**src/rtl/core/ansi_color_escape_parser_macros.svh**
```systemverilog
// assertion helpers for the colour escape parser
`ifndef ANSI_COLOR_ESCAPE_PARSER_MACROS_SVH
`define ANSI_COLOR_ESCAPE_PARSER_MACROS_SVH

// same-cycle implication, held off during reset
`define ACP_ASSERT_IMPLY(label, clk, rst_n, ante, cons) \
    label: assert property (@(posedge clk) disable iff (!rst_n) (ante) |-> (cons)) \
        else $error("acp assertion failed");

// next-cycle implication, held off during reset
`define ACP_ASSERT_NEXT(label, clk, rst_n, ante, cons) \
    label: assert property (@(posedge clk) disable iff (!rst_n) (ante) |=> (cons)) \
        else $error("acp assertion failed");

`endif

```
**src/rtl/core/acp_pkg.sv**
```systemverilog
package acp_pkg;

    localparam int unsigned QUEUE_DEPTH = 2;

    localparam int unsigned CFG_IDX_W  = 2;
    localparam int unsigned CFG_DATA_W = 4;

    localparam logic [CFG_IDX_W-1:0] CFG_ECHO_ENABLE = 2'd0;
    localparam logic [CFG_IDX_W-1:0] CFG_BACKGROUND  = 2'd1;

    localparam logic [7:0] BYTE_ESC   = 8'd27;
    localparam logic [7:0] BYTE_BS    = 8'd8;
    localparam logic [7:0] BYTE_END   = 8'h6D;
    localparam logic [7:0] BYTE_SEP   = 8'h3B;
    localparam logic [7:0] BYTE_ZERO  = 8'h30;
    localparam logic [7:0] BYTE_NINE  = 8'h39;

    localparam logic EV_PRINT = 1'b0;
    localparam logic EV_BKSP  = 1'b1;

    localparam logic [3:0] FG_WHITE = 4'd15;

    typedef enum logic [2:0] {
        OP_PRINT,
        OP_BKSP,
        OP_END,
        OP_SEP,
        OP_DIGIT
    } t_op_kind;

    typedef struct packed {
        t_op_kind   kind;
        logic [7:0] data;
    } t_op;

    typedef struct packed {
        logic full;
        logic empty;
    } t_q_status;

endpackage

```
**src/rtl/core/ansi_color_escape_parser.sv**
```systemverilog
// Colour escape parser: takes one terminal byte per cycle on i_valid/o_stall and gives print
// and backspace events on o_valid/i_stall. A byte's event passes the front classifier and the
// two-entry op queue, then the back executor's output register, before it shows on o_valid;
// sustained rate is one byte per cycle while i_stall is low, and a stalled output backs up
// through the queue to o_stall after two more bytes.
// ESC, '[', digits, ';' and 'm' of a sequence give no event.
// Configuration writes on i_cfg_valid (o_cfg_ready is always high) should be done while idle.
`include "ansi_color_escape_parser_macros.svh"

module ansi_color_escape_parser #(
    parameter int unsigned QUEUE_DEPTH = acp_pkg::QUEUE_DEPTH
) (
    input  logic                           i_clk,
    input  logic                           i_rst_n,
    input  logic                           i_valid,
    output logic                           o_stall,
    input  logic [7:0]                     i_byte_in,
    output logic                           o_valid,
    input  logic                           i_stall,
    output logic                           o_event_kind,
    output logic [7:0]                     o_char_code,
    output logic [3:0]                     o_fg_color,
    output logic [3:0]                     o_bg_color,
    input  logic                           i_cfg_valid,
    output logic                           o_cfg_ready,
    input  logic [acp_pkg::CFG_IDX_W-1:0]  i_cfg_index,
    input  logic [acp_pkg::CFG_DATA_W-1:0] i_cfg_data
);

    logic               r_echo_enable;
    logic [3:0]         r_background;
    logic               q_push;
    logic               q_pop;
    acp_pkg::t_op       q_in_op;
    acp_pkg::t_op       q_out_op;
    acp_pkg::t_q_status q_status;
    logic               in_accept;

    assign o_cfg_ready = 1'b1;
    assign in_accept   = i_valid && !o_stall;

    always_ff @(posedge i_clk) begin
        if (!i_rst_n) begin
            r_echo_enable <= 1'b1;
            r_background  <= 4'd0;
        end else if (i_cfg_valid && o_cfg_ready) begin
            if (i_cfg_index == acp_pkg::CFG_ECHO_ENABLE) begin
                r_echo_enable <= i_cfg_data[0];
            end else if (i_cfg_index == acp_pkg::CFG_BACKGROUND) begin
                r_background <= i_cfg_data[3:0];
            end
        end
    end

    acp_front u_front (
        .i_clk         (i_clk),
        .i_rst_n       (i_rst_n),
        .i_valid       (i_valid),
        .i_byte_in     (i_byte_in),
        .i_echo_enable (r_echo_enable),
        .i_q_status    (q_status),
        .o_stall       (o_stall),
        .o_push        (q_push),
        .o_op          (q_in_op)
    );

    acp_queue #(
        .DEPTH (QUEUE_DEPTH)
    ) u_queue (
        .i_clk    (i_clk),
        .i_rst_n  (i_rst_n),
        .i_push   (q_push),
        .i_op     (q_in_op),
        .i_pop    (q_pop),
        .o_op     (q_out_op),
        .o_status (q_status)
    );

    acp_back u_back (
        .i_clk        (i_clk),
        .i_rst_n      (i_rst_n),
        .i_op         (q_out_op),
        .i_q_status   (q_status),
        .i_background (r_background),
        .i_stall      (i_stall),
        .o_pop        (q_pop),
        .o_valid      (o_valid),
        .o_event_kind (o_event_kind),
        .o_char_code  (o_char_code),
        .o_fg_color   (o_fg_color),
        .o_bg_color   (o_bg_color)
    );

    `ACP_ASSERT_IMPLY(a_push_not_full, i_clk, i_rst_n, q_push, !q_status.full)
    `ACP_ASSERT_IMPLY(a_pop_not_empty, i_clk, i_rst_n, q_pop, !q_status.empty)
    `ACP_ASSERT_IMPLY(a_esc_not_queued, i_clk, i_rst_n, in_accept && (i_byte_in == acp_pkg::BYTE_ESC), !q_push)
    `ACP_ASSERT_IMPLY(a_bksp_code, i_clk, i_rst_n, o_valid && (o_event_kind == acp_pkg::EV_BKSP), o_char_code == acp_pkg::BYTE_BS)
    `ACP_ASSERT_NEXT(a_push_fills, i_clk, i_rst_n, q_push && !q_pop, !q_status.empty)

endmodule

```
**src/rtl/core/acp_front.sv**
```systemverilog
module acp_front (
    input  logic           i_clk,
    input  logic           i_rst_n,
    input  logic           i_valid,
    input  logic [7:0]     i_byte_in,
    input  logic           i_echo_enable,
    input  acp_pkg::t_q_status i_q_status,
    output logic           o_stall,
    output logic           o_push,
    output acp_pkg::t_op   o_op
);

    logic r_in_escape;
    logic n_in_escape;
    logic accept;

    assign o_stall = i_q_status.full;
    assign accept  = i_valid && !i_q_status.full;

    always_comb begin
        n_in_escape = r_in_escape;
        o_push      = 1'b0;
        o_op.kind   = acp_pkg::OP_PRINT;
        o_op.data   = i_byte_in;
        if (accept) begin
            priority if (i_byte_in == acp_pkg::BYTE_ESC) begin
                n_in_escape = 1'b1;
            end else if (i_byte_in == acp_pkg::BYTE_BS) begin
                o_push    = 1'b1;
                o_op.kind = acp_pkg::OP_BKSP;
            end else if (r_in_escape) begin
                priority if (i_byte_in == acp_pkg::BYTE_END) begin
                    o_push      = 1'b1;
                    o_op.kind   = acp_pkg::OP_END;
                    n_in_escape = 1'b0;
                end else if (i_byte_in == acp_pkg::BYTE_SEP) begin
                    o_push    = 1'b1;
                    o_op.kind = acp_pkg::OP_SEP;
                end else if (i_byte_in >= acp_pkg::BYTE_ZERO &&
                             i_byte_in <= acp_pkg::BYTE_NINE) begin
                    // ascii digits carry their value in the low nibble
                    o_push    = 1'b1;
                    o_op.kind = acp_pkg::OP_DIGIT;
                    o_op.data = {4'd0, i_byte_in[3:0]};
                end else begin
                    o_push = 1'b0;
                end
            end else if (i_echo_enable) begin
                o_push    = 1'b1;
                o_op.kind = acp_pkg::OP_PRINT;
            end else begin
                o_push = 1'b0;
            end
        end
    end

    always_ff @(posedge i_clk) begin
        if (!i_rst_n) begin
            r_in_escape <= 1'b0;
        end else begin
            r_in_escape <= n_in_escape;
        end
    end

endmodule

```
**src/rtl/core/acp_queue.sv**
```systemverilog
module acp_queue #(
    parameter int unsigned DEPTH = acp_pkg::QUEUE_DEPTH
) (
    input  logic               i_clk,
    input  logic               i_rst_n,
    input  logic               i_push,
    input  acp_pkg::t_op       i_op,
    input  logic               i_pop,
    output acp_pkg::t_op       o_op,
    output acp_pkg::t_q_status o_status
);

    localparam int unsigned PTR_W = (DEPTH > 1) ? $clog2(DEPTH) : 1;
    localparam int unsigned CNT_W = $clog2(DEPTH + 1);

    acp_pkg::t_op     r_mem [DEPTH];
    logic [PTR_W-1:0] r_wr_ptr;
    logic [PTR_W-1:0] r_rd_ptr;
    logic [CNT_W-1:0] r_count;

    function automatic logic [PTR_W-1:0] ptr_inc(input logic [PTR_W-1:0] p);
        ptr_inc = (p == PTR_W'(DEPTH - 1)) ? '0 : p + PTR_W'(1);
    endfunction

    assign o_op           = r_mem[r_rd_ptr];
    assign o_status.full  = (r_count == CNT_W'(DEPTH));
    assign o_status.empty = (r_count == '0);

    always_ff @(posedge i_clk) begin
        if (i_push) begin
            r_mem[r_wr_ptr] <= i_op;
        end
    end

    always_ff @(posedge i_clk) begin
        if (!i_rst_n) begin
            r_wr_ptr <= '0;
            r_rd_ptr <= '0;
            r_count  <= '0;
        end else begin
            if (i_push) begin
                r_wr_ptr <= ptr_inc(r_wr_ptr);
            end
            if (i_pop) begin
                r_rd_ptr <= ptr_inc(r_rd_ptr);
            end
            if (i_push && !i_pop) begin
                r_count <= r_count + CNT_W'(1);
            end else if (i_pop && !i_push) begin
                r_count <= r_count - CNT_W'(1);
            end
        end
    end

endmodule

```
**src/rtl/core/acp_back.sv**
```systemverilog
module acp_back (
    input  logic               i_clk,
    input  logic               i_rst_n,
    input  acp_pkg::t_op       i_op,
    input  acp_pkg::t_q_status i_q_status,
    input  logic [3:0]         i_background,
    input  logic               i_stall,
    output logic               o_pop,
    output logic               o_valid,
    output logic               o_event_kind,
    output logic [7:0]         o_char_code,
    output logic [3:0]         o_fg_color,
    output logic [3:0]         o_bg_color
);

    logic [1:0] r_field_pos;
    logic [7:0] r_mode;
    logic [7:0] r_color;
    logic [3:0] r_fg;
    logic       r_out_valid;
    logic       r_out_kind;
    logic [7:0] r_out_char;
    logic [3:0] r_out_fg;
    logic [3:0] r_out_bg;

    logic       needs_out;
    logic       slot_free;

    // decimal accumulate, clamped at 255
    function automatic logic [7:0] add_digit(input logic [7:0] acc, input logic [3:0] d);
        logic [11:0] v;
        v = {1'b0, acc, 3'b000} + {3'b000, acc, 1'b0} + {8'd0, d};
        add_digit = (v > 12'd255) ? 8'd255 : v[7:0];
    endfunction

    // 30..37 map to vga order, which is the bit-reversed index
    function automatic logic [3:0] seq_colour(input logic [7:0] mode, input logic [7:0] colour,
                                              input logic [3:0] fg);
        logic       known;
        logic [2:0] idx;
        logic [2:0] vga;
        known = (colour >= 8'd30) && (colour <= 8'd37);
        idx   = colour[2:0] - 3'd6;
        vga   = {idx[0], idx[1], idx[2]};
        if (mode == 8'd0) begin
            seq_colour = known ? {1'b0, vga} : acp_pkg::FG_WHITE;
        end else if (mode == 8'd1) begin
            seq_colour = known ? {1'b1, vga} : acp_pkg::FG_WHITE;
        end else begin
            seq_colour = fg;
        end
    endfunction

    assign needs_out = (i_op.kind == acp_pkg::OP_PRINT) || (i_op.kind == acp_pkg::OP_BKSP);
    assign slot_free = !r_out_valid || !i_stall;
    assign o_pop     = !i_q_status.empty && (!needs_out || slot_free);

    assign o_valid      = r_out_valid;
    assign o_event_kind = r_out_kind;
    assign o_char_code  = r_out_char;
    assign o_fg_color   = r_out_fg;
    assign o_bg_color   = r_out_bg;

    always_ff @(posedge i_clk) begin
        if (!i_rst_n) begin
            r_field_pos <= 2'd0;
            r_mode      <= 8'd0;
            r_color     <= 8'd0;
            r_fg        <= acp_pkg::FG_WHITE;
            r_out_valid <= 1'b0;
        end else begin
            if (o_pop && needs_out) begin
                r_out_valid <= 1'b1;
            end else if (slot_free) begin
                r_out_valid <= 1'b0;
            end
            if (o_pop) begin
                unique case (i_op.kind)
                    acp_pkg::OP_PRINT: begin
                        r_out_kind  <= acp_pkg::EV_PRINT;
                        r_out_char  <= i_op.data;
                        r_out_fg    <= r_fg;
                        r_out_bg    <= i_background;
                    end
                    acp_pkg::OP_BKSP: begin
                        r_out_kind  <= acp_pkg::EV_BKSP;
                        r_out_char  <= i_op.data;
                        r_out_fg    <= r_fg;
                        r_out_bg    <= i_background;
                    end
                    acp_pkg::OP_END: begin
                        r_fg        <= seq_colour(r_mode, r_color, r_fg);
                        r_field_pos <= 2'd0;
                        r_mode      <= 8'd0;
                        r_color     <= 8'd0;
                    end
                    acp_pkg::OP_SEP: begin
                        if (r_field_pos < 2'd2) begin
                            r_field_pos <= r_field_pos + 2'd1;
                        end
                    end
                    acp_pkg::OP_DIGIT: begin
                        if (r_field_pos == 2'd0) begin
                            r_mode <= add_digit(r_mode, i_op.data[3:0]);
                        end else if (r_field_pos == 2'd1) begin
                            r_color <= add_digit(r_color, i_op.data[3:0]);
                        end
                    end
                    default: begin
                        r_field_pos <= r_field_pos;
                    end
                endcase
            end
        end
    end

endmodule
```
**config.mk**
```make
export PLATFORM = sky130hd
export DESIGN_NAME = ansi_color_escape_parser
export DESIGN_NICKNAME = d
export VERILOG_FILES = /design/src/rtl/core/acp_pkg.sv /design/src/rtl/core/ansi_color_escape_parser.sv /design/src/rtl/core/acp_front.sv /design/src/rtl/core/acp_queue.sv /design/src/rtl/core/acp_back.sv
export VERILOG_INCLUDE_DIRS = /design/src /design/src/rtl/core
export SDC_FILE = /design/constraint.sdc
export NUM_CORES = 1
export LEC_CHECK = 0
export ABC_AREA = 1
export BUFFER_PORTS_ARGS = -buffer_cell sky130_fd_sc_hd__buf_2
export CELL_PAD_IN_SITES_DETAIL_PLACEMENT = 1
export CELL_PAD_IN_SITES_GLOBAL_PLACEMENT = 1
export CORE_AREA = 2 2 101 103
export DETAILED_ROUTE_END_ITERATION = 8
export DIE_AREA = 0 0 103 105
export HOLD_SLACK_MARGIN = 0.1
export PLACE_DENSITY = 0.84
export RECOVER_POWER = 50
export SETUP_SLACK_MARGIN = 0.4
export SLEW_MARGIN = 20
export SYNTH_ARGS = -nofsm -noshare
export SYNTH_HDL_FRONTEND = slang
export SYNTH_SLANG_ARGS = --single-unit
```
**constraint.sdc**
```tcl
create_clock -name i_clk -period 4.2 [get_ports i_clk]
set_input_delay 0.63 -clock i_clk [delete_from_list [all_inputs] [get_ports i_clk]]
set_output_delay 0.63 -clock i_clk [all_outputs]
set_load 0.1 [all_outputs]
```
Word-level counts from Yosys, hierarchy flattened. Memories as Yosys holds them, arrays and structs flattened. A register that Yosys moved wholly into a read port is not among the register bits. Index checks and enable logic that the tools add are counted.

Equal/unequal tests: 17. Muxes and demuxes: 47. Add/subtract/negate cells: 10. Magnitude comparators: 7. Bitwise logic cells: 1. Reductions and logical operators: 38.

Operators by type and width (count): 2-to-1 mux 8 bit (9); 2-to-1 mux 11 bit (3); case mux 8 bit (2 select lines) (2); adder 11 x 9 -> 12 bit (2); adder 12 x 4 -> 12 bit (2); greater-than comparator 12 x 8 -> 1 bit, second input constant (2); 2-to-1 mux 1 bit (20); AND reduction 3 bit (6); less-or-equal comparator 8 x 6 -> 1 bit, second input constant (2); 2-to-1 mux 3 bit (5); 2-to-1 mux 4 bit (3); nonzero test 2 bit (6); == test 8 x 1 -> 1 bit, second input constant (1); == test 8 x 4 -> 1 bit, second input constant (1); == test 8 x 5 -> 1 bit, second input constant (1); == test 8 x 6 -> 1 bit, second input constant (1); == test 8 x 7 -> 1 bit, second input constant (1); greater-or-equal comparator 8 x 5 -> 1 bit, second input constant (1); greater-or-equal comparator 8 x 6 -> 1 bit, second input constant (1); logical NOT 8 bit (1); != test 2 x 1 -> 1 bit, second input constant (4); logical AND 1 bit (7); logical NOT 1 bit (7); == test 3 x 2 -> 1 bit, second input constant (2); other kinds (20) (30).

Flip-flop bits (word level): 50. Memories: 1. Word-level logic and storage cells: 136. Bits of input ports: 19. Output and inout bits: 20. RAM bits: 22.

Memories: u_queue.r_mem (depth 2, width 11, rd ports 1, clocked after memory_dff 1, wr ports 1, RTL line acp_queue.sv:16) `acp_pkg::t_op r_mem [DEPTH];`.

Logic depth before layout (Yosys ltp). Gate-level depths: netlist of run 1.

Word-level depth: 13. Mapped depth: 16. Depth with buffers taken out: 15.

Cells and area by module. From an unflattened synthesis of run 1, not the netlist that was laid out.

Cell total of the unflattened synthesis: 537. Area, all modules: 4384.2 um^2.

By module, submodules not included: acp_back (cells an instance 366, instances 1, area an instance 2775.2 um^2, sequential area each 970.9 um^2); acp_queue (cells an instance 69, instances 1, area an instance 1063.5 um^2, sequential area each 760.7 um^2); acp_front (cells an instance 68, instances 1, area an instance 314.1 um^2, sequential area each 20.0 um^2); ansi_color_escape_parser (cells an instance 34, instances 1, area an instance 231.5 um^2, sequential area each 100.1 um^2).

Worst setup path after synthesis of run 1. Ideal clock, no wire load.

Path type: register -> register. Start: register with a tool-made name. End: register u_back.r_color[0]. Arrival: 2931 ps. Stages on the path, launching flop included: 15. Required time: 4062 ps. Library setup time: 138 ps. Slack: 1131 ps. Buffers on the path: 1. Period minus slack after synthesis: 3069 ps. Path through: dfxtp_1 buf_2 mux2_2 fa_1 fa_1 nand2_1 nand2_1 nand2_1 nand2_1 nand2_1 nand2_1 nor2_1 nand3_1 nand2_2 a21oi_2.

RTL lines: to (signal assigned) (RTL line acp_back.sv:106) `r_color <= add_digit(r_color, i_op.data[3:0]);`; to (decl) (RTL line acp_back.sv:18) `logic [7:0] r_color;`.

==> summary.md, run 1 <==
| Metric | Value |
|---|---|
| Outcome | `complete, no violations` |
| Nets | `612` |
| Gr ovfl total | `0` |
| CTS tree | `done` |
| H-Tree Depth | `3` |
| Cts repair resizes | `0` |
| Yosys top cell area share | `0.274` |
| Yosys reg bits | `73` |
| Share of cells above drive strength 1 | `0.102` |
| Final WL | `10.9 mm` |
| Row cnt | `36` |
| Dpl hpwl | `8.04 mm` |
| NetSw | `939 uW` |
| Clk sink count | `73` |
| Sequential power share | `0.385` |
| CP cell instances | `mux2_1 -> fa_1 -> fa_1 -> nand2_1 -> nand2_1 -> nand2_1 -> nand2_1 -> nand2_1 -> nand2_1 -> nor2_1 -> nand3_1 -> nand2_1 -> a21oi_1` |
| Mapped Avg Cell Area | `8.33 um^2` |
| Mapped Area | `4270 um^2` |
| Cell count along the critical path | `13` |
| DRT iter0 DRCs | `165` |
| Leading area contributor after synthesis | `edfxtp_1` |
| Clk root buf | `clkbuf_8` |
| FF-to-FF path depth | `13` |
| Sw frac | `0.391` |
| Antenna violations before repair | `0` |
| Syn_nets | `569` |
| Largest net degree at the start of global routing | `25` |
| Total GRT Usage | `0.217` |
| Max Fclk | `0.287 GHz` |
| RSZ-0062 raised after global routing | `no` |
| Core Region | `9640 um^2` |
| Die Ht | `105 um` |
| Largest stage delay, worst path | `0.57 ns` |
| Overall die area | `10800 um^2` |
| PortBufs | `37` |
| Final cell count without fillers | `694` |
| Peak supply drop | `0.355 mV` |
| Crit path arrival time | `3.68 ns` |
| Crit path max-delay family | `simple AND/OR/NAND/NOR gates` |
| DRC viols | `0` |
| Antenna Cells | `0` |
| Reg-to-reg slack, setup | `0.71 ns` |
| Commonest cells in the netlist | `nand2_1, inv_1, edfxtp_1, nand3_1, dfxtp_1` |
| Clock share of power | `0.280` |
| Seq/Total Area, Yosys | `0.433` |
| Dpl cell area | `4610 um^2` |
| Total number of vias | `3601` |
| Pre-Repair DR Iteration Count | `4` |
| Area delta synth->final | `12.5%` |
| RR Endpoint | `u_back.r_mode[2]$_SDFFE_PN0P_` |
| Final hold vios | `0` |
| Cts bufs inserted | `9` |
| Worst path required time | `4.40 ns` |
| Gate power share | `0.335` |
| Syn Inst Count | `513` |
| Vias in the first global route | `3823` |
| Synth cell types | `40` |
| P_int | `1.46 mW` |
| Starting Density | `0.443` |
| Leak | `2.24 nW` |
| Crit share post-route | `0.831` |
| CP bufs+invs | `0` |
| First-pass GRT wire length | `18.3 mm` |
| Worst path most repeated cell | `nand2_1` |
| Final GP Congestion | `0.849` |
| Vias per cell | `5.19` |
| DR WL/cell | `15.8 um` |
| Synth async-reset ratio | `0` |
| Final Max Slew Viols | `0` |
| Worst slew pin tran | `1.20 ns` |
| Most common cell in the netlist | `nand2_1` |
| Hold Crit Class | `flop to flop` |
| Slowest CP cell | `fa_1` |
| Post-synth top flop | `edfxtp_1` |
| Design area | `4810 um^2` |
| Crit Path Max Fanout | `9` |
| CP endpoint | `u_back.r_mode[2]$_SDFFE_PN0P_` |
| Clock Pin Slew Worst Setup and Hold Paths | `0.08 ns` |
| Final Critical Period | `3.49 ns` |
| I/O pins | `39` |
| Antenna viol nets, final | `0` |
| Placed Cells | `678` |
| Synth warnings | `0` |
| MaxCap Viol Count | `0` |
| Slew headroom | `0.201` |
| Synth top area cells | `edfxtp_1, dfxtp_1, nand2_1, ha_1, inv_1` |
| Latest clock arrival within the worst-skew pair | `0.36 ns` |
| Final Skew | `0.00906 ns` |
| Post-synth EDFFs | `39` |
| TNS Setup | `0 ns` |
| # Post-CTS Setup Buffers | `0` |
| DIE WIDTH | `103 um` |
| CTS max path bufs | `2` |
| Critical path class | `flop to flop` |
| Type of destination of the critical path | `flop` |
| Final setup vio count | `0` |
| Hold_buf cts | `0` |
| Critical path startpoint category | `flop` |
| Pwr dens | `499 nW/um^2` |
-- power groups by stage --
stage	logic (mW)	registers [mW]	clock network, mW
6_report	0.804	0.925	0.673
5_1_grt	0.879	0.936	0.706
4_1_cts	0.826	0.925	0.677
3_5_place_dp	0.803	0.939	0
3_3_place_gp	0.774	0.932	0
2_1_floorplan	0.465	1.09	0
-- placed cells by master, fill, tap and decap left out, drive strengths merged, types with 2 or more instances in the layout --
cell type / synthesis / final
nand2: 140 / 140
inv: 79 / 80
nand3: 40 / 40
edfxtp: 39 / 39
a21oi: 38 / 38
clkbuf: 5 / 37
nor2: 35 / 35
dfxtp: 34 / 34
ha: 33 / 33
o21ai: 19 / 19
buf: 2 / 11
xnor2: 8 / 8
nand4: 8 / 8
nor3: 7 / 7
mux2: 7 / 7
a31oi: 4 / 4
fa: 4 / 4
bufinv: 0 / 3
clkinv: 1 / 2
a211oi: 2 / 2
clkinvlp: 0 / 2
-- worst min path at each step --
stage,startpoint,end,slack (ns),depth (start not counted)
floorplan,r_background[0]$_SDFFE_PN0P_,u_back.o_bg_color[0]$_DFFE_PP_,0.40,0
global placement,r_background[0]$_SDFFE_PN0P_,u_back.o_bg_color[0]$_DFFE_PP_,0.41,0
detailed placement,r_background[0]$_SDFFE_PN0P_,u_back.o_bg_color[0]$_DFFE_PP_,0.42,0
CTS,r_background[0]$_SDFFE_PN0P_,u_back.o_bg_color[0]$_DFFE_PP_,0.43,0
global route,r_background[1]$_SDFFE_PN0P_,u_back.o_bg_color[1]$_DFFE_PP_,0.46,0
finish,r_background[0]$_SDFFE_PN0P_,u_back.o_bg_color[0]$_DFFE_PP_,0.44,0
-- metal layers --
| layer | part of all wire | track usage |
|---|---|---|
| met5 | 0 | 0 |
| met4 | 0.021 | 0.0827 |
| met3 | 0.020 | 0.0274 |
| met2 | 0.53 | 0.393 |
| met1 | 0.43 | 0.255 |
-- sequential cells by signal (all words and copies together), names as in the netlist, named ones only --
register	count
u_back.o_fg_color	4
u_queue.r_mem	22
u_back.r_mode	8
u_back.o_char_code	8
r_echo_enable	1
u_queue.r_wr_ptr	1
r_background	4
u_back.r_fg	4
u_back.o_bg_color	4
u_queue.r_rd_ptr	1
u_queue.r_count	2
u_back.o_valid	1
u_back.r_field_pos	2
u_back.o_event_kind	1
u_back.r_color	8
u_front.r_in_escape	1
-- metrics by stage --
| step | setup WS [ns] | power [mW] | util | hold slack, ns |
|---|---|---|---|---|
| 2_1_floorplan | 1.13 | 1.56 | - | 0.403 |
| 3_3_place_gp | 0.889 | 1.71 | 0.478 | 0.412 |
| 3_5_place_dp | 0.781 | 1.74 | 0.478 | 0.415 |
| 4_1_cts | 0.728 | 2.43 | 0.503 | 0.434 |
| 5_1_grt | 0.411 | 2.52 | 0.499 | 0.457 |
| 6_report | 0.711 | 2.40 | 0.499 | 0.438 |
-- cells by family (layout without fill, tap and decap cells) --
family,Yosys count,count (layout),synth area share
simple gates,231,231,0.241
buf+inv,87,135,0.0776
flops,73,73,0.433
compound gates,69,69,0.0969
fa+ha+maj,37,37,0.115
xor+xnor,8,8,0.0164
mux,7,7,0.0184
other cells,1,1,0.000877
-- final cells by class --
type / instances / area (um^2)
Inverter: 80 / 300
Tap cell: 133 / 166
Clock inverter: 7 / 118
Multi-Input combinational cell: 353 / 2090
Fill cell: 1193 / 4830
Clock buffer: 9 / 124
Timing Repair Buffer: 39 / 163
Sequential cell: 73 / 1850
Power figures use the tool's default switching activity.
==> run 2: changes to the inputs <==
==> constraint.sdc (replaced) <==
create_clock -name i_clk -period 3.3 [get_ports i_clk]
set_input_delay 0.495 -clock i_clk [delete_from_list [all_inputs] [get_ports i_clk]]
set_output_delay 0.495 -clock i_clk [all_outputs]
set_load 0.1 [all_outputs]
==> run 2 against run 1 <==
Via count increased by 0.78%. Critical path type unchanged. Sequential power increased by 28%. First-iteration DRC count decreased by 27%. Global-route usage increased by 0.88 points. Clock skew increased by 0.0016 ns.
==> summary.md, run 2 (synthesis results as in run 1) <==
| Metric | Value |
|---|---|
| Row cnt | `36 (unchanged)` |
| CTS max path bufs | `2 (unchanged)` |
| Total number of vias | `3629 (was 3601)` |
| Max Fclk | `0.335 GHz (was 0.287 GHz)` |
| RSZ-0062 raised after global routing | `yes (was no)` |
| Dpl hpwl | `8.55 mm (was 8.04 mm)` |
| Top reg by flops | `u_queue.r_mem (unchanged)` |
| Total GRT Usage | `0.226 (was 0.217)` |
| DRT iter0 DRCs | `121 (was 165)` |
| Antenna violations before repair | `0 (unchanged)` |
| TNS Setup | `0 ns (unchanged)` |
| Die Ht | `105 um (unchanged)` |
| I/O pins | `39 (unchanged)` |
| Nets | `616 (was 612)` |
| Crit share post-route | `0.905 (was 0.831)` |
| Final Util | `0.505 (was 0.499)` |
| Most frequent cells in the layout | `nand2_1, inv_1, edfxtp_1, nand3_1, dfxtp_1 (was nand2_1, inv_1, nand3_1, edfxtp_1, dfxtp_1)` |
| Outcome | `complete, no violations (unchanged)` |
| Leak | `2.28 nW (was 2.24 nW)` |
| Final setup margin | `0.314 ns (was 0.711 ns)` |
| Gr ovfl total | `0 (unchanged)` |
| Vias per cell | `5.20 (was 5.19)` |
| Final GP Congestion | `0.844 (was 0.849)` |
| Antenna viol nets, final | `0 (unchanged)` |
| CTS tree | `done (unchanged)` |
| # fillers | `1239 (was 1193)` |
| Worst slew pin tran | `1.42 ns (was 1.20 ns)` |
| Final WL | `11.5 mm (was 10.9 mm)` |
| Peak supply drop | `0.524 mV (was 0.355 mV)` |
| Final Skew | `0.0107 ns (was 0.00906 ns)` |
| Largest net degree at the start of global routing | `24 (was 25)` |
| Clk root buf | `clkbuf_8 (unchanged)` |
| Tot Pwr | `2.95 mW (was 2.40 mW)` |
| Antenna Cells | `0 (unchanged)` |
| Hold_buf cts | `0 (unchanged)` |
| Type of destination of the critical path | `flop (unchanged)` |
| Pre-CTS setup slack | `0.261 ns (was 0.781 ns)` |
| Area delta synth->final | `14.0% (was 12.5%)` |
| DIE WIDTH | `103 um (unchanged)` |
| Cts bufs inserted | `9 (unchanged)` |
| Clock Pin Slew Worst Setup and Hold Paths | `0.08 ns (about the same)` |
| MaxCap Viol Count | `0 (unchanged)` |
| Crit Path Max Fanout | `8 (was 9)` |
| Critical path startpoint category | `flop (unchanged)` |
| H-Tree Depth | `3 (unchanged)` |
| Core Region | `9640 um^2 (unchanged)` |
| Final setup vio count | `0 (unchanged)` |
| Share of cells above drive strength 1 | `0.140 (was 0.102)` |
| DRC viols | `0 (unchanged)` |
| Final Critical Period | `2.99 ns (was 3.49 ns)` |
| First-pass GRT wire length | `18.8 mm (was 18.3 mm)` |
| Crit path arrival time | `3.16 ns (was 3.68 ns)` |
| Critical path class | `flop to flop (unchanged)` |
| Clk sink count | `73 (unchanged)` |
| Final Max Slew Viols | `0 (unchanged)` |
| Worst path required time | `3.47 ns (was 4.40 ns)` |
| PortBufs | `37 (unchanged)` |
| Vias in the first global route | `3897 (was 3823)` |
| Leading cell type in the layout, fill and taps excluded | `nand2_1 (unchanged)` |
| Latest clock arrival within the worst-skew pair | `0.36 ns (about the same)` |
| DR WL/cell | `16.4 um (was 15.8 um)` |
| Starting Density | `0.443 (unchanged)` |
| Pwr dens | `606 nW/um^2 (was 499 nW/um^2)` |
| Pre-Repair DR Iteration Count | `4 (unchanged)` |
| Overall die area | `10800 um^2 (unchanged)` |
| Slew headroom | `0.0509 (was 0.201)` |
| Max reg flops | `22 (unchanged)` |
| Final hold vios | `0 (unchanged)` |
| Hold Crit Class | `input pin to flop (was flop to flop)` |
[run 2: metal layers]
metal  track usage  share of wire  vias to the layer above
met5             0              0                        -
met4         0.106          0.035                        0
met3        0.0535          0.033                       31
met2         0.385           0.52                       73
met1         0.262           0.41                     1738
li1              -              -                     1787
[run 2: where the power goes]
group	internal [mW]	leakage (nW)	switching, mW	total, mW
Sequential	1.10	0.636	0.0730	1.18
Clock	0.369	0.0993	0.346	0.714
Combinational	0.278	1.54	0.785	1.06
Total	1.75	2.28	1.20	2.95
[run 2: critical path, cell delays in order (launching register included)]
cell and delay, ns:
dfxtp_1 0.49, mux2_4 0.37, ha_1 0.32, ha_2 0.23, fa_2 0.42, nand2_1 0.11, nand2_2 0.08, nand2_1 0.08
nand2_1 0.05, nand2_1 0.07, nand2_1 0.08, nor2_4 0.19, nand3_1 0.10, nand2_1 0.12, a21oi_1 0.09
[run 2: final cells by class]
type	instances	area, um^2	area share
well taps	133	166	0.0342
repair buffers	43	188	0.0385
inverters	80	300	0.0616
multi-input cells	353	2170	0.445
clock inverters	5	56.3	0.0116
clock buffers	11	141	0.0290
flip-flops and latches	73	1850	0.380
[run 2: final timing paths]
kind | startpoint | cells past startpoint | end | slack (ns)
min | i_byte_in[6] | 1 | u_queue.r_mem[0][6]$_DFFE_PP_ | 0.36
max reg2reg | flop | 14 | u_back.r_mode[0]$_SDFFE_PN0P_ | 0.31
max | flop | 14 | u_back.r_mode[0]$_SDFFE_PN0P_ | 0.31
min reg2reg | r_background[0]$_SDFFE_PN0P_ | 0 | u_back.o_bg_color[0]$_DFFE_PP_ | 0.44
[run 2: what timing repair did]
action	4_1_cts	5_1_grt
hold endpoints to repair	0	0
endpoints found under the setup margin	16	16
resized for setup	4	14
buffers inserted	0	2
pin swaps	0	7
[run 2: stage by stage]
step,hold slack [ns],cell area (um^2),std cells
after floorplan,0.403,4300,513
after global placement,0.410,4640,680
after detailed placement,0.423,4640,680
after CTS,0.327,4850,696
after global routing,0.356,4870,698
final,0.365,4870,698
==> run 3: changes to the inputs <==
--- a/config.mk
+++ b/config.mk
@@ -15,7 +15,6 @@
 export DIE_AREA = 0 0 103 105
 export HOLD_SLACK_MARGIN = 0.1
 export PLACE_DENSITY = 0.84
-export RECOVER_POWER = 50
 export SETUP_SLACK_MARGIN = 0.4
 export SLEW_MARGIN = 20
 export SYNTH_ARGS = -nofsm -noshare
==> run 3 against run 2 <==
Critical path depth is the same. Worst setup slack improved by 0.19 ns. Flip-flop and latch count unchanged. Cell area grew 1.0%. Utilization increased by 0.52 points. Power grew 0.82%. Non-clock buffer count stayed put. Clock skew decreased by 0.0026 ns. Wire length fell by 0.18%. Count of clock-buffer cells in the layout unchanged. Worst hold slack lost 0.025 ns. Die area unchanged. Critical path type unchanged. Critical endpoint unchanged. Highest routed layer unchanged.
==> summary.md, run 3 (synthesis results as in run 1) <==
| Metric | Value |
|---|---|
| Outcome | `complete, no violations (unchanged)` |
| MaxCap Viol Count | `0 (unchanged)` |
| Hold_buf cts | `0 (unchanged)` |
| Leak | `2.36 nW (was 2.28 nW)` |
| Total number of vias | `3622 (was 3629)` |
| Top reg by flops | `u_queue.r_mem (unchanged)` |
| Share of cells above drive strength 1 | `0.196 (was 0.140)` |
| Tot Pwr | `2.98 mW (was 2.95 mW)` |
| Peak supply drop | `0.526 mV (was 0.524 mV)` |
| DR WL/cell | `16.4 um (about the same)` |
| Most frequent cells in the layout | `nand2_1, inv_1, edfxtp_1, buf_2, nand3_1 (was nand2_1, inv_1, edfxtp_1, nand3_1, dfxtp_1)` |
| Antenna violations before repair | `0 (unchanged)` |
| Crit Path Max Fanout | `8 (unchanged)` |
| Max reg flops | `22 (unchanged)` |
| Largest net degree at the start of global routing | `24 (unchanged)` |
| Final GP Congestion | `0.844 (unchanged)` |
| Area of the multi-input gates | `2170 um^2 (about the same)` |
| Clock Pin Slew Worst Setup and Hold Paths | `0.08 ns (about the same)` |
| DRC viols | `0 (unchanged)` |
| Overall die area | `10800 um^2 (unchanged)` |
| I/O pins | `39 (unchanged)` |
| Clk root buf | `clkbuf_8 (unchanged)` |
| FF-to-FF path depth | `14 (unchanged)` |
| Crit share post-route | `0.848 (was 0.905)` |
| Final WL | `11.4 mm (was 11.5 mm)` |
| Final hold vios | `0 (unchanged)` |
| Total GRT Usage | `0.226 (unchanged)` |
| Crit path arrival time | `3.03 ns (was 3.16 ns)` |
| Reg-to-reg slack, setup | `0.50 ns (was 0.31 ns)` |
| Final Critical Period | `2.80 ns (was 2.99 ns)` |
| Hold Crit Class | `input pin to flop (unchanged)` |
| Pre-Repair DR Iteration Count | `4 (unchanged)` |
| Area delta synth->final | `15.1% (was 14.0%)` |
| Worst slew pin tran | `0.623 ns (was 1.42 ns)` |
| Core Region | `9640 um^2 (unchanged)` |
| First-pass GRT wire length | `18.8 mm (unchanged)` |
| Final Skew | `0.00804 ns (was 0.0107 ns)` |
| Final setup vio count | `0 (unchanged)` |
| Row cnt | `36 (unchanged)` |
| H-Tree Depth | `3 (unchanged)` |
| Die Ht | `105 um (unchanged)` |
| Slew headroom | `0.580 (was 0.0509)` |
| CP endpoint | `u_back.r_mode[0]$_SDFFE_PN0P_ (unchanged)` |
| DIE WIDTH | `103 um (unchanged)` |
| Vias per cell | `5.19 (was 5.20)` |
| PortBufs | `37 (unchanged)` |
| Nets | `616 (unchanged)` |
| Pwr dens | `605 nW/um^2 (was 606 nW/um^2)` |
| Type of destination of the critical path | `flop (unchanged)` |
| Cts bufs inserted | `9 (unchanged)` |
| Antenna Cells | `0 (unchanged)` |
| # fillers | `1220 (was 1239)` |
| Final Max Slew Viols | `0 (unchanged)` |
| FF/Latch Area | `1860 um^2 (was 1850 um^2)` |
| CTS max path bufs | `2 (unchanged)` |
| Gr ovfl total | `0 (unchanged)` |
| Leading cell type in the layout, fill and taps excluded | `nand2_1 (unchanged)` |
| Critical path class | `flop to flop (unchanged)` |
| Starting Density | `0.443 (unchanged)` |
| RR Endpoint | `u_back.r_mode[0]$_SDFFE_PN0P_ (unchanged)` |
| TNS Setup | `0 ns (unchanged)` |
| Critical path startpoint category | `flop (unchanged)` |
| Worst path required time | `3.53 ns (was 3.47 ns)` |
| Antenna viol nets, final | `0 (unchanged)` |
| Max Fclk | `0.357 GHz (was 0.335 GHz)` |
| CTS tree | `done (unchanged)` |
| DRT iter0 DRCs | `109 (was 121)` |
| Dpl hpwl | `8.55 mm (unchanged)` |
| Vias in the first global route | `3897 (unchanged)` |
| RSZ-0062 raised after global routing | `yes (unchanged)` |
| Clk sink count | `73 (unchanged)` |
| Worst hold slack | `0.340 ns (was 0.365 ns)` |
| Latest clock arrival within the worst-skew pair | `0.35 ns (was 0.36 ns)` |
[run 3: changes by cell type in the layout (fill, tap and decap cells not counted), sizes merged]
cell / before / now
buf: 15 / 43
clkbuf: 39 / 11
[run 3: area by class of cell]
class | instances | area share
Multi-Input combinational cell | 353 | 0.441
Sequential cell | 73 | 0.377
Inverter | 80 | 0.0610
Timing Repair Buffer | 43 | 0.0468
Tap cell | 133 | 0.0338
Clock buffer | 11 | 0.0287
Clock inverter | 5 | 0.0114
[run 3: layer usage]
metal,vias up,global-route usage,routed length [um]
met4,0,0.106,391
met1,1739,0.262,4750
li1,1786,-,-
met5,-,0,0
met2,67,0.385,5970
met3,30,0.0535,332
[run 3: per-stage QoR]
step	setup slack, ns	cell area (um^2)	utilization	instances
CTS	0.415	4850	0.503	696
floorplan	0.424	4300	-	513
finish	0.501	4920	0.511	698
detailed placement	0.261	4640	0.482	680
global placement	0.387	4640	0.482	680
global route	0.368	4920	0.511	698
[run 3: worst max-delay path, stage by stage (launching register included)]
cell	delay, ns
dfxtp_4	0.39
mux2_4	0.34
ha_1	0.32
ha_2	0.23
fa_2	0.42
nand2_1	0.11
nand2_2	0.08
nand2_1	0.08
nand2_1	0.05
nand2_1	0.07
nand2_1	0.08
nor2_4	0.19
nand3_1	0.10
nand2_1	0.11
a21oi_1	0.08
[run 3: worst min path at each step]
| stage | startpoint | to | slack (ns) | depth (start not counted) |
|---|---|---|---|---|
| detailed placement | r_background[0]$_SDFFE_PN0P_ | u_back.o_bg_color[0]$_DFFE_PP_ | 0.42 | 0 |
| CTS | i_byte_in[6] | u_queue.r_mem[0][6]$_DFFE_PP_ | 0.33 | 1 |
| global placement | r_background[0]$_SDFFE_PN0P_ | u_back.o_bg_color[0]$_DFFE_PP_ | 0.41 | 0 |
| global route | i_byte_in[6] | u_queue.r_mem[0][6]$_DFFE_PP_ | 0.32 | 1 |
| floorplan | r_background[0]$_SDFFE_PN0P_ | u_back.o_bg_color[0]$_DFFE_PP_ | 0.40 | 0 |
| finish | i_byte_in[6] | u_queue.r_mem[0][6]$_DFFE_PP_ | 0.34 | 1 |
[run 3: where the power goes]
part	leakage, nW	switching (mW)	internal, mW	total, mW
combinational	1.62	0.785	0.303	1.09
clock	0.0993	0.343	0.369	0.712
sequential	0.637	0.0721	1.11	1.18
[run 3: repair_timing]
item / 4_1_cts / 5_1_grt
setup buffers: 0 / 2
setup endpoints to repair: 16 / 16
gates resized for setup: 4 / 14
pin swaps: 0 / 7
